### config.mk
export PLATFORM = sky130hd
export DESIGN_NAME = uart_bang_hash_command_parser_unit_flat
export DESIGN_NICKNAME = d
export VERILOG_FILES = /design/src/sv/ubh_pkg.sv /design/src/sv/ubh_if.sv /design/src/sv/uart_bang_hash_command_parser_unit.sv /design/src/sv/ubh_classify.sv /design/src/sv/ubh_frame.sv /design/src/flat_wrapper.sv
export SDC_FILE = /design/constraint.sdc
export NUM_CORES = 1
export LEC_CHECK = 0
export BUFFER_PORTS_ARGS = -buffer_cell sky130_fd_sc_hd__buf_2
export CAP_MARGIN = 25
export CELL_PAD_IN_SITES_DETAIL_PLACEMENT = 0
export CELL_PAD_IN_SITES_GLOBAL_PLACEMENT = 1
export CORE_MARGIN = 5
export CORE_UTILIZATION = 50
export CTS_CLUSTER_DIAMETER = 150
export DETAILED_ROUTE_END_ITERATION = 10
export PLACE_DENSITY_LB_ADDON = 0.1
export RECOVER_POWER = 100
export SLEW_MARGIN = 20
export SYNTH_ARGS = -nofsm -noshare
export SYNTH_HDL_FRONTEND = slang
export SYNTH_SLANG_ARGS = --single-unit
export TNS_END_PERCENT = 20
### constraint.sdc
create_clock -name i_clk -period 4.35 [get_ports i_clk]
set_input_delay 0.6525 -clock i_clk [delete_from_list [all_inputs] [get_ports i_clk]]
set_output_delay 0.6525 -clock i_clk [all_outputs]
set_load 0.01 [all_outputs]
### src/sv/ubh_pkg.sv
`timescale 1ns / 1ps
`default_nettype none

package ubh_pkg;

    localparam int FRAME_CAPACITY_DEF = 10;

    // Only the first bytes of a frame can take part in a command match.
    localparam int KEEP_BYTES = 3;

    localparam logic [7:0] CHR_BANG = 8'h21;
    localparam logic [7:0] CHR_HASH = 8'h23;
    localparam logic [7:0] CHR_CR   = 8'h0D;
    localparam logic [7:0] CHR_LF   = 8'h0A;
    localparam logic [7:0] CHR_SP   = 8'h20;
    localparam logic [7:0] CHR_TAB  = 8'h09;
    localparam logic [7:0] CHR_R    = 8'h52;
    localparam logic [7:0] CHR_S    = 8'h53;
    localparam logic [7:0] CHR_T    = 8'h54;
    localparam logic [7:0] CHR_O    = 8'h4F;
    localparam logic [7:0] CHR_K    = 8'h4B;

    typedef enum logic [1:0] {
        CMD_NONE = 2'd0,
        CMD_RST  = 2'd1,
        CMD_OK   = 2'd2
    } t_cmd;

    typedef struct packed {
        logic       is_eol;
        logic       is_bang;
        logic       is_hash;
        logic       is_blank;
        logic [7:0] data;
    } t_class;

    typedef struct packed {
        t_cmd cmd;
        logic err;
    } t_result;

endpackage

`default_nettype wire

### src/sv/ubh_if.sv
`timescale 1ns / 1ps
`default_nettype none

interface ubh_byte_if;
    logic       valid;
    logic       ready;
    logic [7:0] rx_byte;

    modport source (output valid, output rx_byte, input ready);
    modport sink (input valid, input rx_byte, output ready);
endinterface

interface ubh_result_if;
    logic       valid;
    logic       ready;
    logic [1:0] command_event;
    logic       error_event;

    modport source (output valid, output command_event, output error_event, input ready);
    modport sink (input valid, input command_event, input error_event, output ready);
endinterface

`default_nettype wire

### src/sv/uart_bang_hash_command_parser_unit.sv
`timescale 1ns / 1ps
`default_nettype none

// Command parser for framed serial commands "!RST#" and "!OK#".
// The i_rx channel carries one received character per transaction. The
// o_res channel returns exactly one transaction per character, carrying a
// command_event pulse (none, reset request, acknowledge) and an
// error_event pulse for a bad frame or a malformed line.
// Each character is classified and captured in an input register; when the
// result register is free, the frame state (mode, fill count, stray flag
// and the first command bytes) is updated and the outcome is captured in
// the result register, which drives o_res. Throughput is one character
// per cycle while o_res is not stalled; the frame update between the input
// register and the result register is combinational.
// Reset empties both registers and returns the parser to waiting for a
// frame start with no stray input recorded.
// When the receiver stalls, the result holds on o_res and one more
// character can still be taken into the input register; after that
// i_rx.ready drops until the result transaction completes.
module uart_bang_hash_command_parser_unit #(
    parameter int FRAME_CAPACITY = ubh_pkg::FRAME_CAPACITY_DEF
) (
    input  wire logic     i_clk,
    input  wire logic     i_rst_n,
    ubh_byte_if.sink      i_rx,
    ubh_result_if.source  o_res
);
    import ubh_pkg::*;

    t_class  n_class, r_class;
    logic    r_in_valid;
    t_result n_result, r_result;
    logic    r_out_valid;
    logic    out_free;
    logic    advance;

    // The result register can load when empty or being read this cycle.
    assign out_free   = !r_out_valid || o_res.ready;
    assign advance    = r_in_valid && out_free;
    assign i_rx.ready = !r_in_valid || out_free;

    ubh_classify u_classify (
        .i_byte  (i_rx.rx_byte),
        .o_class (n_class)
    );

    ubh_frame #(
        .FRAME_CAPACITY (FRAME_CAPACITY)
    ) u_frame (
        .i_clk     (i_clk),
        .i_rst_n   (i_rst_n),
        .i_advance (advance),
        .i_class   (r_class),
        .o_result  (n_result)
    );

    // Input register stage.
    always_ff @(posedge i_clk) begin
        if (!i_rst_n) begin
            r_in_valid <= 1'b0;
        end else if (i_rx.ready) begin
            r_in_valid <= i_rx.valid;
        end
    end

    always_ff @(posedge i_clk) begin
        if (i_rx.ready) begin
            r_class <= n_class;
        end
    end

    // Result register stage.
    always_ff @(posedge i_clk) begin
        if (!i_rst_n) begin
            r_out_valid <= 1'b0;
        end else if (out_free) begin
            r_out_valid <= r_in_valid;
        end
    end

    always_ff @(posedge i_clk) begin
        if (advance) begin
            r_result <= n_result;
        end
    end

    assign o_res.valid         = r_out_valid;
    assign o_res.command_event = r_result.cmd;
    assign o_res.error_event   = r_result.err;

endmodule

`default_nettype wire

### src/sv/ubh_classify.sv
`timescale 1ns / 1ps
`default_nettype none

module ubh_classify (
    input  wire logic [7:0]      i_byte,
    output ubh_pkg::t_class      o_class
);
    import ubh_pkg::*;

    always_comb begin
        o_class.is_eol   = (i_byte == CHR_CR) || (i_byte == CHR_LF);
        o_class.is_bang  = (i_byte == CHR_BANG);
        o_class.is_hash  = (i_byte == CHR_HASH);
        o_class.is_blank = (i_byte == CHR_SP) || (i_byte == CHR_TAB);
        o_class.data     = i_byte;
    end

endmodule

`default_nettype wire

### src/sv/ubh_frame.sv
`timescale 1ns / 1ps
`default_nettype none

module ubh_frame #(
    parameter int FRAME_CAPACITY = ubh_pkg::FRAME_CAPACITY_DEF
) (
    input  wire logic            i_clk,
    input  wire logic            i_rst_n,
    input  wire logic            i_advance,
    input  wire ubh_pkg::t_class i_class,
    output ubh_pkg::t_result     o_result
);
    import ubh_pkg::*;

    localparam int STORE_SIZE = FRAME_CAPACITY - 1;
    localparam int FILL_W     = $clog2(FRAME_CAPACITY);
    localparam int IDX_W      = $clog2(KEEP_BYTES);

    logic              r_in_frame, n_in_frame;
    logic [FILL_W-1:0] r_fill, n_fill;
    logic              r_stray, n_stray;
    logic [7:0]        r_word [KEEP_BYTES];
    logic              n_wr_en;
    logic              match_rst, match_ok;

    // Exact length and byte compare against the two known commands.
    assign match_rst = (r_fill == FILL_W'(3)) && (r_word[0] == CHR_R)
                    && (r_word[1] == CHR_S) && (r_word[2] == CHR_T);
    assign match_ok  = (r_fill == FILL_W'(2)) && (r_word[0] == CHR_O)
                    && (r_word[1] == CHR_K);

    always_comb begin
        n_in_frame   = r_in_frame;
        n_fill       = r_fill;
        n_stray      = r_stray;
        n_wr_en      = 1'b0;
        o_result.cmd = CMD_NONE;
        o_result.err = 1'b0;
        if (i_class.is_eol) begin
            if (r_stray) begin
                o_result.err = 1'b1;
                n_stray      = 1'b0;
            end
        end else if (!r_in_frame) begin
            if (i_class.is_bang) begin
                n_in_frame = 1'b1;
                n_fill     = '0;
                n_stray    = 1'b0;
            end else if (!i_class.is_blank) begin
                n_stray = 1'b1;
            end
        end else if (i_class.is_hash) begin
            if (match_rst) begin
                o_result.cmd = CMD_RST;
            end else if (match_ok) begin
                o_result.cmd = CMD_OK;
            end else if (r_fill != '0) begin
                o_result.err = 1'b1;
            end
            n_in_frame = 1'b0;
            n_fill     = '0;
            n_stray    = 1'b0;
        end else if (i_class.is_bang) begin
            n_fill  = '0;
            n_stray = 1'b0;
        end else if (r_fill < FILL_W'(STORE_SIZE)) begin
            n_wr_en = (r_fill < FILL_W'(KEEP_BYTES));
            n_fill  = r_fill + FILL_W'(1);
        end else begin
            // Overflow drops the frame without a report.
            n_in_frame = 1'b0;
            n_fill     = '0;
            n_stray    = 1'b0;
        end
    end

    always_ff @(posedge i_clk) begin
        if (!i_rst_n) begin
            r_in_frame <= 1'b0;
            r_fill     <= '0;
            r_stray    <= 1'b0;
        end else if (i_advance) begin
            r_in_frame <= n_in_frame;
            r_fill     <= n_fill;
            r_stray    <= n_stray;
        end
    end

    always_ff @(posedge i_clk) begin
        if (i_advance && n_wr_en) begin
            r_word[r_fill[IDX_W-1:0]] <= i_class.data;
        end
    end

endmodule

`default_nettype wire

### src/flat_wrapper.sv
// flat-port wrapper written by rule: the top's interface ports become plain ports
module uart_bang_hash_command_parser_unit_flat import ubh_pkg::*;
#(
    parameter int FRAME_CAPACITY = ubh_pkg::FRAME_CAPACITY_DEF
)
  (i_clk, i_rst_n, i_rx_valid, i_rx_rx_byte, i_rx_ready, o_res_valid, o_res_command_event, o_res_error_event, o_res_ready);
  ubh_byte_if i_rx_i ();
  ubh_result_if o_res_i ();
  input  wire logic i_clk;
  input  wire logic i_rst_n;
  input wire logic [$bits(i_rx_i.valid)-1:0] i_rx_valid;
  input wire logic [$bits(i_rx_i.rx_byte)-1:0] i_rx_rx_byte;
  output wire logic [$bits(i_rx_i.ready)-1:0] i_rx_ready;
  output wire logic [$bits(o_res_i.valid)-1:0] o_res_valid;
  output wire logic [$bits(o_res_i.command_event)-1:0] o_res_command_event;
  output wire logic [$bits(o_res_i.error_event)-1:0] o_res_error_event;
  input wire logic [$bits(o_res_i.ready)-1:0] o_res_ready;
  assign i_rx_i.valid = i_rx_valid;
  assign i_rx_i.rx_byte = i_rx_rx_byte;
  assign i_rx_ready = i_rx_i.ready;
  assign o_res_valid = o_res_i.valid;
  assign o_res_command_event = o_res_i.command_event;
  assign o_res_error_event = o_res_i.error_event;
  assign o_res_i.ready = o_res_ready;
  uart_bang_hash_command_parser_unit #(.FRAME_CAPACITY(FRAME_CAPACITY)) u_core (.i_clk(i_clk), .i_rst_n(i_rst_n), .i_rx(i_rx_i), .o_res(o_res_i));
endmodule
Word-level counts from Yosys, hierarchy flattened
Memory sizes are Yosys's and may differ from the RTL's.
Cells that the tools add are included.
- memories kept: 1
- bits in registers: 23
- memory bits (read-only): 0
- bits of input ports: 12
- bits in latches: 0
- bits in writable memories: 24
- output and inout bits: 5
- word-level logic and storage cells: 88
- memory list (memory ; words ; bits a word ; rd ports ; clocked after memory_dff ; wr ports ; RTL line ; source):
    u_core.u_frame.r_word ; 3 ; 8 ; 3 ; 0 ; 1 ; ubh_frame.sv:22 ; logic [7:0] r_word [KEEP_BYTES];
- div/mod/pow operators: 0
- shift-type cells: 0
- add/sub/neg operators: 1
- eq/ne operators: 15
- multiply operators: 0
- $lt $le $gt $ge: 2
- mux-type cells: 33
- bitwise gates (word level): 3
- reduce and logical (&&, ||, !) cells: 20
- operator list (kind ; number):
    $eq A8 B7 Y1 const B ; 5
    $mux W1 ; 27
    $eq A8 B4 Y1 const B ; 3
    $eq A8 B6 Y1 const B ; 3
    $mux W4 ; 5
    $eq A4 B2 Y1 const B ; 2
    $logic_and A1 B1 Y1 ; 7
    $reduce_and A3 Y1 ; 2
    $ne A5 B2 Y1 const B ; 1
    $add A4 B1 Y4 const B ; 1
    $logic_or A1 B1 Y1 ; 4
    $lt A4 B2 Y1 const B ; 1
    $lt A4 B4 Y1 const B ; 1
    $ne A4 B2 Y1 const B ; 1
    $reduce_bool A4 Y1 ; 1
    $reduce_or A4 Y1 ; 1
    $not A1 Y1 ; 3
    $reduce_or A3 Y1 ; 1
    $logic_not A1 Y1 ; 2
    $mux W2 ; 1
    $reduce_and A2 Y1 ; 1
    $reduce_bool A2 Y1 ; 1

Depth between registers and ports, before layout
- word-level depth: 9
- gate-level depth with buffers: 6
- mapped depth without buffers: 6

By module
Synthesis repeated with hierarchy kept, for this count alone.
- cell total of the unflattened synthesis: 130
- area total of the unflattened synthesis: 1959.4 um^2
- modules (own cells, without submodules) (module ; times used ; cells each ; area each (um^2) ; sequential area each (um^2)):
    ubh_frame ; 1 ; 88 ; 1275.0 ; 840.8
    uart_bang_hash_command_parser_unit ; 1 ; 23 ; 531.8 ; 490.5
    ubh_classify ; 1 ; 19 ; 152.6 ; 0.0

Least setup slack after synthesis
OpenSTA, ideal clock, no wires.
- kind: input -> register
- start: input o_res_ready
- end: memory u_core.u_frame.r_word[0][0], enable pin
- buffers on the path: 0
- slack: 2548 ps
- stages on the path: 4
- arrival time: 1470 ps
- library setup time: 332 ps
- required time: 4018 ps
- cell sequence: nand2b_4 -> nand3_1 -> nor4b_2 -> and2_1
- cells in the longest elaborated chain, start to end: 5
- ends and longest elaborated chain (item ; RTL line ; source):
    start: declaration ; flat_wrapper.sv:17 ; input wire logic [$bits(o_res_i.ready)-1:0] o_res_ready;
    $logic_or A1 B1 Y1 ; uart_bang_hash_command_parser_unit.sv:38 ; assign out_free = !r_out_valid || o_res.ready;
    $logic_and A1 B1 Y1 ; uart_bang_hash_command_parser_unit.sv:39 ; assign advance = r_in_valid && out_free;
    $logic_and A1 B1 Y1 ; ubh_frame.sv:90 ; if (i_advance && n_wr_en) begin
    $mux W1 ; ubh_frame.sv:90 ;
    $mux W1 (implied by the code) ; ubh_frame.sv:91 ; r_word[r_fill[IDX_W-1:0]] <= i_class.data;
    end: declaration ; ubh_frame.sv:22 ;
No other way between the ends.

Final worst setup path
- start: register u_core.r_class[10] in the netlist's numbering
- end: memory u_core.u_frame.r_word[1][0], enable pin
- cells in the longest elaborated chain, start to end: 7
- ends and longest elaborated chain (item ; RTL line ; source):
    start: declaration ; uart_bang_hash_command_parser_unit.sv:30 ; t_class n_class, r_class;
    start signal: assignment ; uart_bang_hash_command_parser_unit.sv:68 ; r_class <= n_class;
    $mux W1 ; ubh_frame.sv:63 ; end else if (i_class.is_bang) begin
    $mux W1 ; ubh_frame.sv:52 ; end else if (i_class.is_hash) begin
    $mux W1 ; ubh_frame.sv:44 ; end else if (!r_in_frame) begin
    $mux W1 ; ubh_frame.sv:39 ; if (i_class.is_eol) begin
    $logic_and A1 B1 Y1 ; ubh_frame.sv:90 ;
    $mux W1 ; ubh_frame.sv:90 ;
    $mux W1 (implied by the code) ; ubh_frame.sv:91 ;
No other way between the ends.

==> results.json <==
{
  "hold_class": "register to register",
  "rsz0062_at_grt": "false",
  "die_w_um": 71.7,
  "clock_skew_ns": 0.00414,
  "mostFrequentLayoutCells": "39 x edfxtp_1, 10 x clkbuf_1, 8 x dfxtp_1",
  "syn_to_final_growth_pct": 9.27,
  "first_pass_iters": 4,
  "p_seq_share_pct": 64.7,
  "synth_fp_nets": 143,
  "avgRoutedWirePerCell_um": 15.4,
  "power_density_mw_per_mm2": 373,
  "fin_crit_sh_pct": 53.2,
  "coreArea_mm2": 0.00366,
  "wirelength_mm": 3.03,
  "grt_pass1_wl_mm": 5.10,
  "die-area_mm2": 0.00514,
  "n_fill_cell": 314,
  "clk_pin_slew_ns": 0.08,
  "postCtsSetupBuffers": 0,
  "clkLatencyLatePin_ns": 0.29,
  "register_area_mm2": 0.00133,
  "combPwrFrac_pct": 2.8,
  "finalSetupTns_ns": 0,
  "min_period_ns": 2.31,
  "synth-adder-area-share_pct": 3.29,
  "synth_compound_area_share_pct": 6.25,
  "required_ns": 4.28,
  "synth_area_per_cell_um2": 15.1,
  "hold_viol_final": 0,
  "cts_made_buffers": 5,
  "vias": 1062,
  "ys_ff_latch": 47,
  "synth.mux.area_fraction_pct": 0.526,
  "layout_commonest_cell": "edfxtp_1",
  "clkSinkCount": 47,
  "syn_inst": 126,
  "syn_area_mm2": 0.00190,
  "cts_max_path_buffers": 2,
  "gr-total-overflow": 0,
  "synth_async_sr_flop_share_pct": 0,
  "cts_resized": 0,
  "finalSetupViolCount": 0,
  "synth-edff-count": 39,
  "timing.final.ws_setup_ns": 2.04,
  "drive_gt1_share_pct": 11.4,
  "ff2ff_path_depth": 3,
  "synth_top_family_by_area": "simple AND/OR/NAND/NOR gates",
  "cts_root_buf": "clkbuf_8",
  "route.detailed.drc": 0,
  "antenna_left": 0,
  "dp_hpwl_mm": 2.33,
  "max_freq_mhz": 432,
  "holdPathStages": 0,
  "dpl_worst_slack_ns": 2.15,
  "ctsHtreeMaxLevel": 2,
  "drv_cap": 0,
  "synth_xor_area_share_pct": 0.920,
  "p_sw_share_pct": 20.3,
  "critPathArrivalTime_ns": 2.25,
  "rows": 22,
  "clockPowerShare_pct": 32.6,
  "grt_use_total_pct": 13.1,
  "ys.flop_type": "edfxtp_1",
  "p_switching_mw": 0.157,
  "ys_seq_area_share_pct": 70.0,
  "crit_fanout": 8,
  "dr.first_iter.drc_count": 80,
  "vias_per_cell": 5.39,
  "yosysWarningCount": 0,
  "port_buffers": 16,
  "multi_input_area_um2": 510,
  "initial_core_util_pct": 52.0,
  "placed_cells": 189,
  "status": "completed",
  "gp_congestion": 0.801,
  "ctsHoldBuffers": 0,
  "diodes": 0,
  "report.final.slew_viol_count": 0,
  "cts_tree": "yes",
  "yosys.area_share.simple_pct": 17.5,
  "die_h_um": 71.7,
  "end_kind": "register",
  "grt_pass1_vias": 1087,
  "critPathLaunchType": "register",
  "power.leakage_nw": 0.696,
  "tightest_slew_ns": 0.541,
  "hold_ws_ns": 0.514,
  "p_total_mw": 0.776,
  "vdd_drop_max_v": 0.000237,
  "criticalPathCategory": "register to register",
  "antenna_found_initial": 0,
  "ios": 17,
  "synth.distinct_cells": 38,
  "final_cells": 197,
  "grt_max_degree": 17,
  "p_int_mw": 0.618,
  "final_nets": 165,
  "slew_headroom_pct": 63.4
}
## area by class of cell
cell class,instances,area share [%]
sequential,47,64.0
multi-input combinational,73,24.5
clock buffer,5,3.31
timing repair buffer,16,3.25
tap,48,2.89
clock inverter,3,1.08
inverter,5,0.903
## critical path: stages (launching register included)
cell and delay [ns]:
edfxtp_1 0.45, or3b_2 0.50, nor4b_1 0.49, and2_0 0.52
## layer usage
metal  wire [um]  vias up  track usage, %  part of all wire [%]
li1            -      521               -                     -
met1        1320      518            16.0                    44
met2        1560       21            22.9                    52
met3         118        2            3.37                   3.9
met4          22        0            3.76                  0.73
met5           0        -               0                     0
## worst paths after layout
check,startpoint,endpoint,slack [ns]
worst min-delay path,u_core.r_class[6]$_DFFE_PP_,u_core.u_frame.r_word[2][6]$_DFFE_PP_,0.51
worst min register to register,u_core.r_class[6]$_DFFE_PP_,u_core.u_frame.r_word[2][6]$_DFFE_PP_,0.51
worst max-delay path,u_core.r_class[10]$_DFFE_PP_,u_core.u_frame.r_word[1][0]$_DFFE_PP_,2.04
worst max register to register,u_core.r_class[10]$_DFFE_PP_,u_core.u_frame.r_word[1][0]$_DFFE_PP_,2.04
## synth_stat cells, drive strengths merged, types with 2 or more instances
cell	n	area share, %
and2	4	1.3
nor4b	3	1.7
nor3	5	1.3
nand4	4	1.3
nor4	2	0.66
dfxtp	8	8.4
nand2	4	0.79
nand3	3	1.1
inv	5	0.99
nor2b	4	1.3
a21oi	6	2.2
o21ba	2	1.1
nor4bb	4	2.1
ha	5	3.3
nor3b	4	1.6
nand3b	2	0.79
edfxtp	39	62
nor2	6	1.2
o21ai	2	0.72
o21a	2	0.79
## kinds of logic (layout without fill, tap and decap cells)
family / after synthesis / in the layout
multiplexers: 1 / 1
flip-flops: 47 / 47
AND/OR/NAND/NOR: 50 / 50
adder cells (fa/ha/maj): 5 / 5
buffers and inverters: 6 / 29
AO/OA/AOI/OAI: 15 / 15
XOR/XNOR: 2 / 2
## through the flow
step | instance area, um2 | util [%]
global route | 2080 | 56.8
finish | 2080 | 56.8
floorplan | 1900 | -
detailed placement | 2030 | 55.5
CTS | 2120 | 58.0
global placement | 2030 | 55.5
## sequential cells by signal, summed over array words and instances (netlist names)
register	flops
u_core.u_frame.r_fill	4
u_core.r_in_valid	1
u_core.o_res.valid	1
u_core.u_frame.r_word	24
u_core.o_res.error_event	1
u_core.u_frame.r_stray	1
u_core.u_frame.r_in_frame	1
u_core.r_class	12
u_core.o_res.command_event	2
## power by group through the flow
stage	Combinational (mW)	Sequential [mW]	Clock, mW
after floorplan	0.0130	0.509	0
after global placement	0.0230	0.512	0
after detailed placement	0.0237	0.512	0
after CTS	0.0238	0.502	0.263
after global routing	0.0242	0.503	0.281
final	0.0214	0.502	0.253
Note: power is estimated with default switching activity, not from simulation.
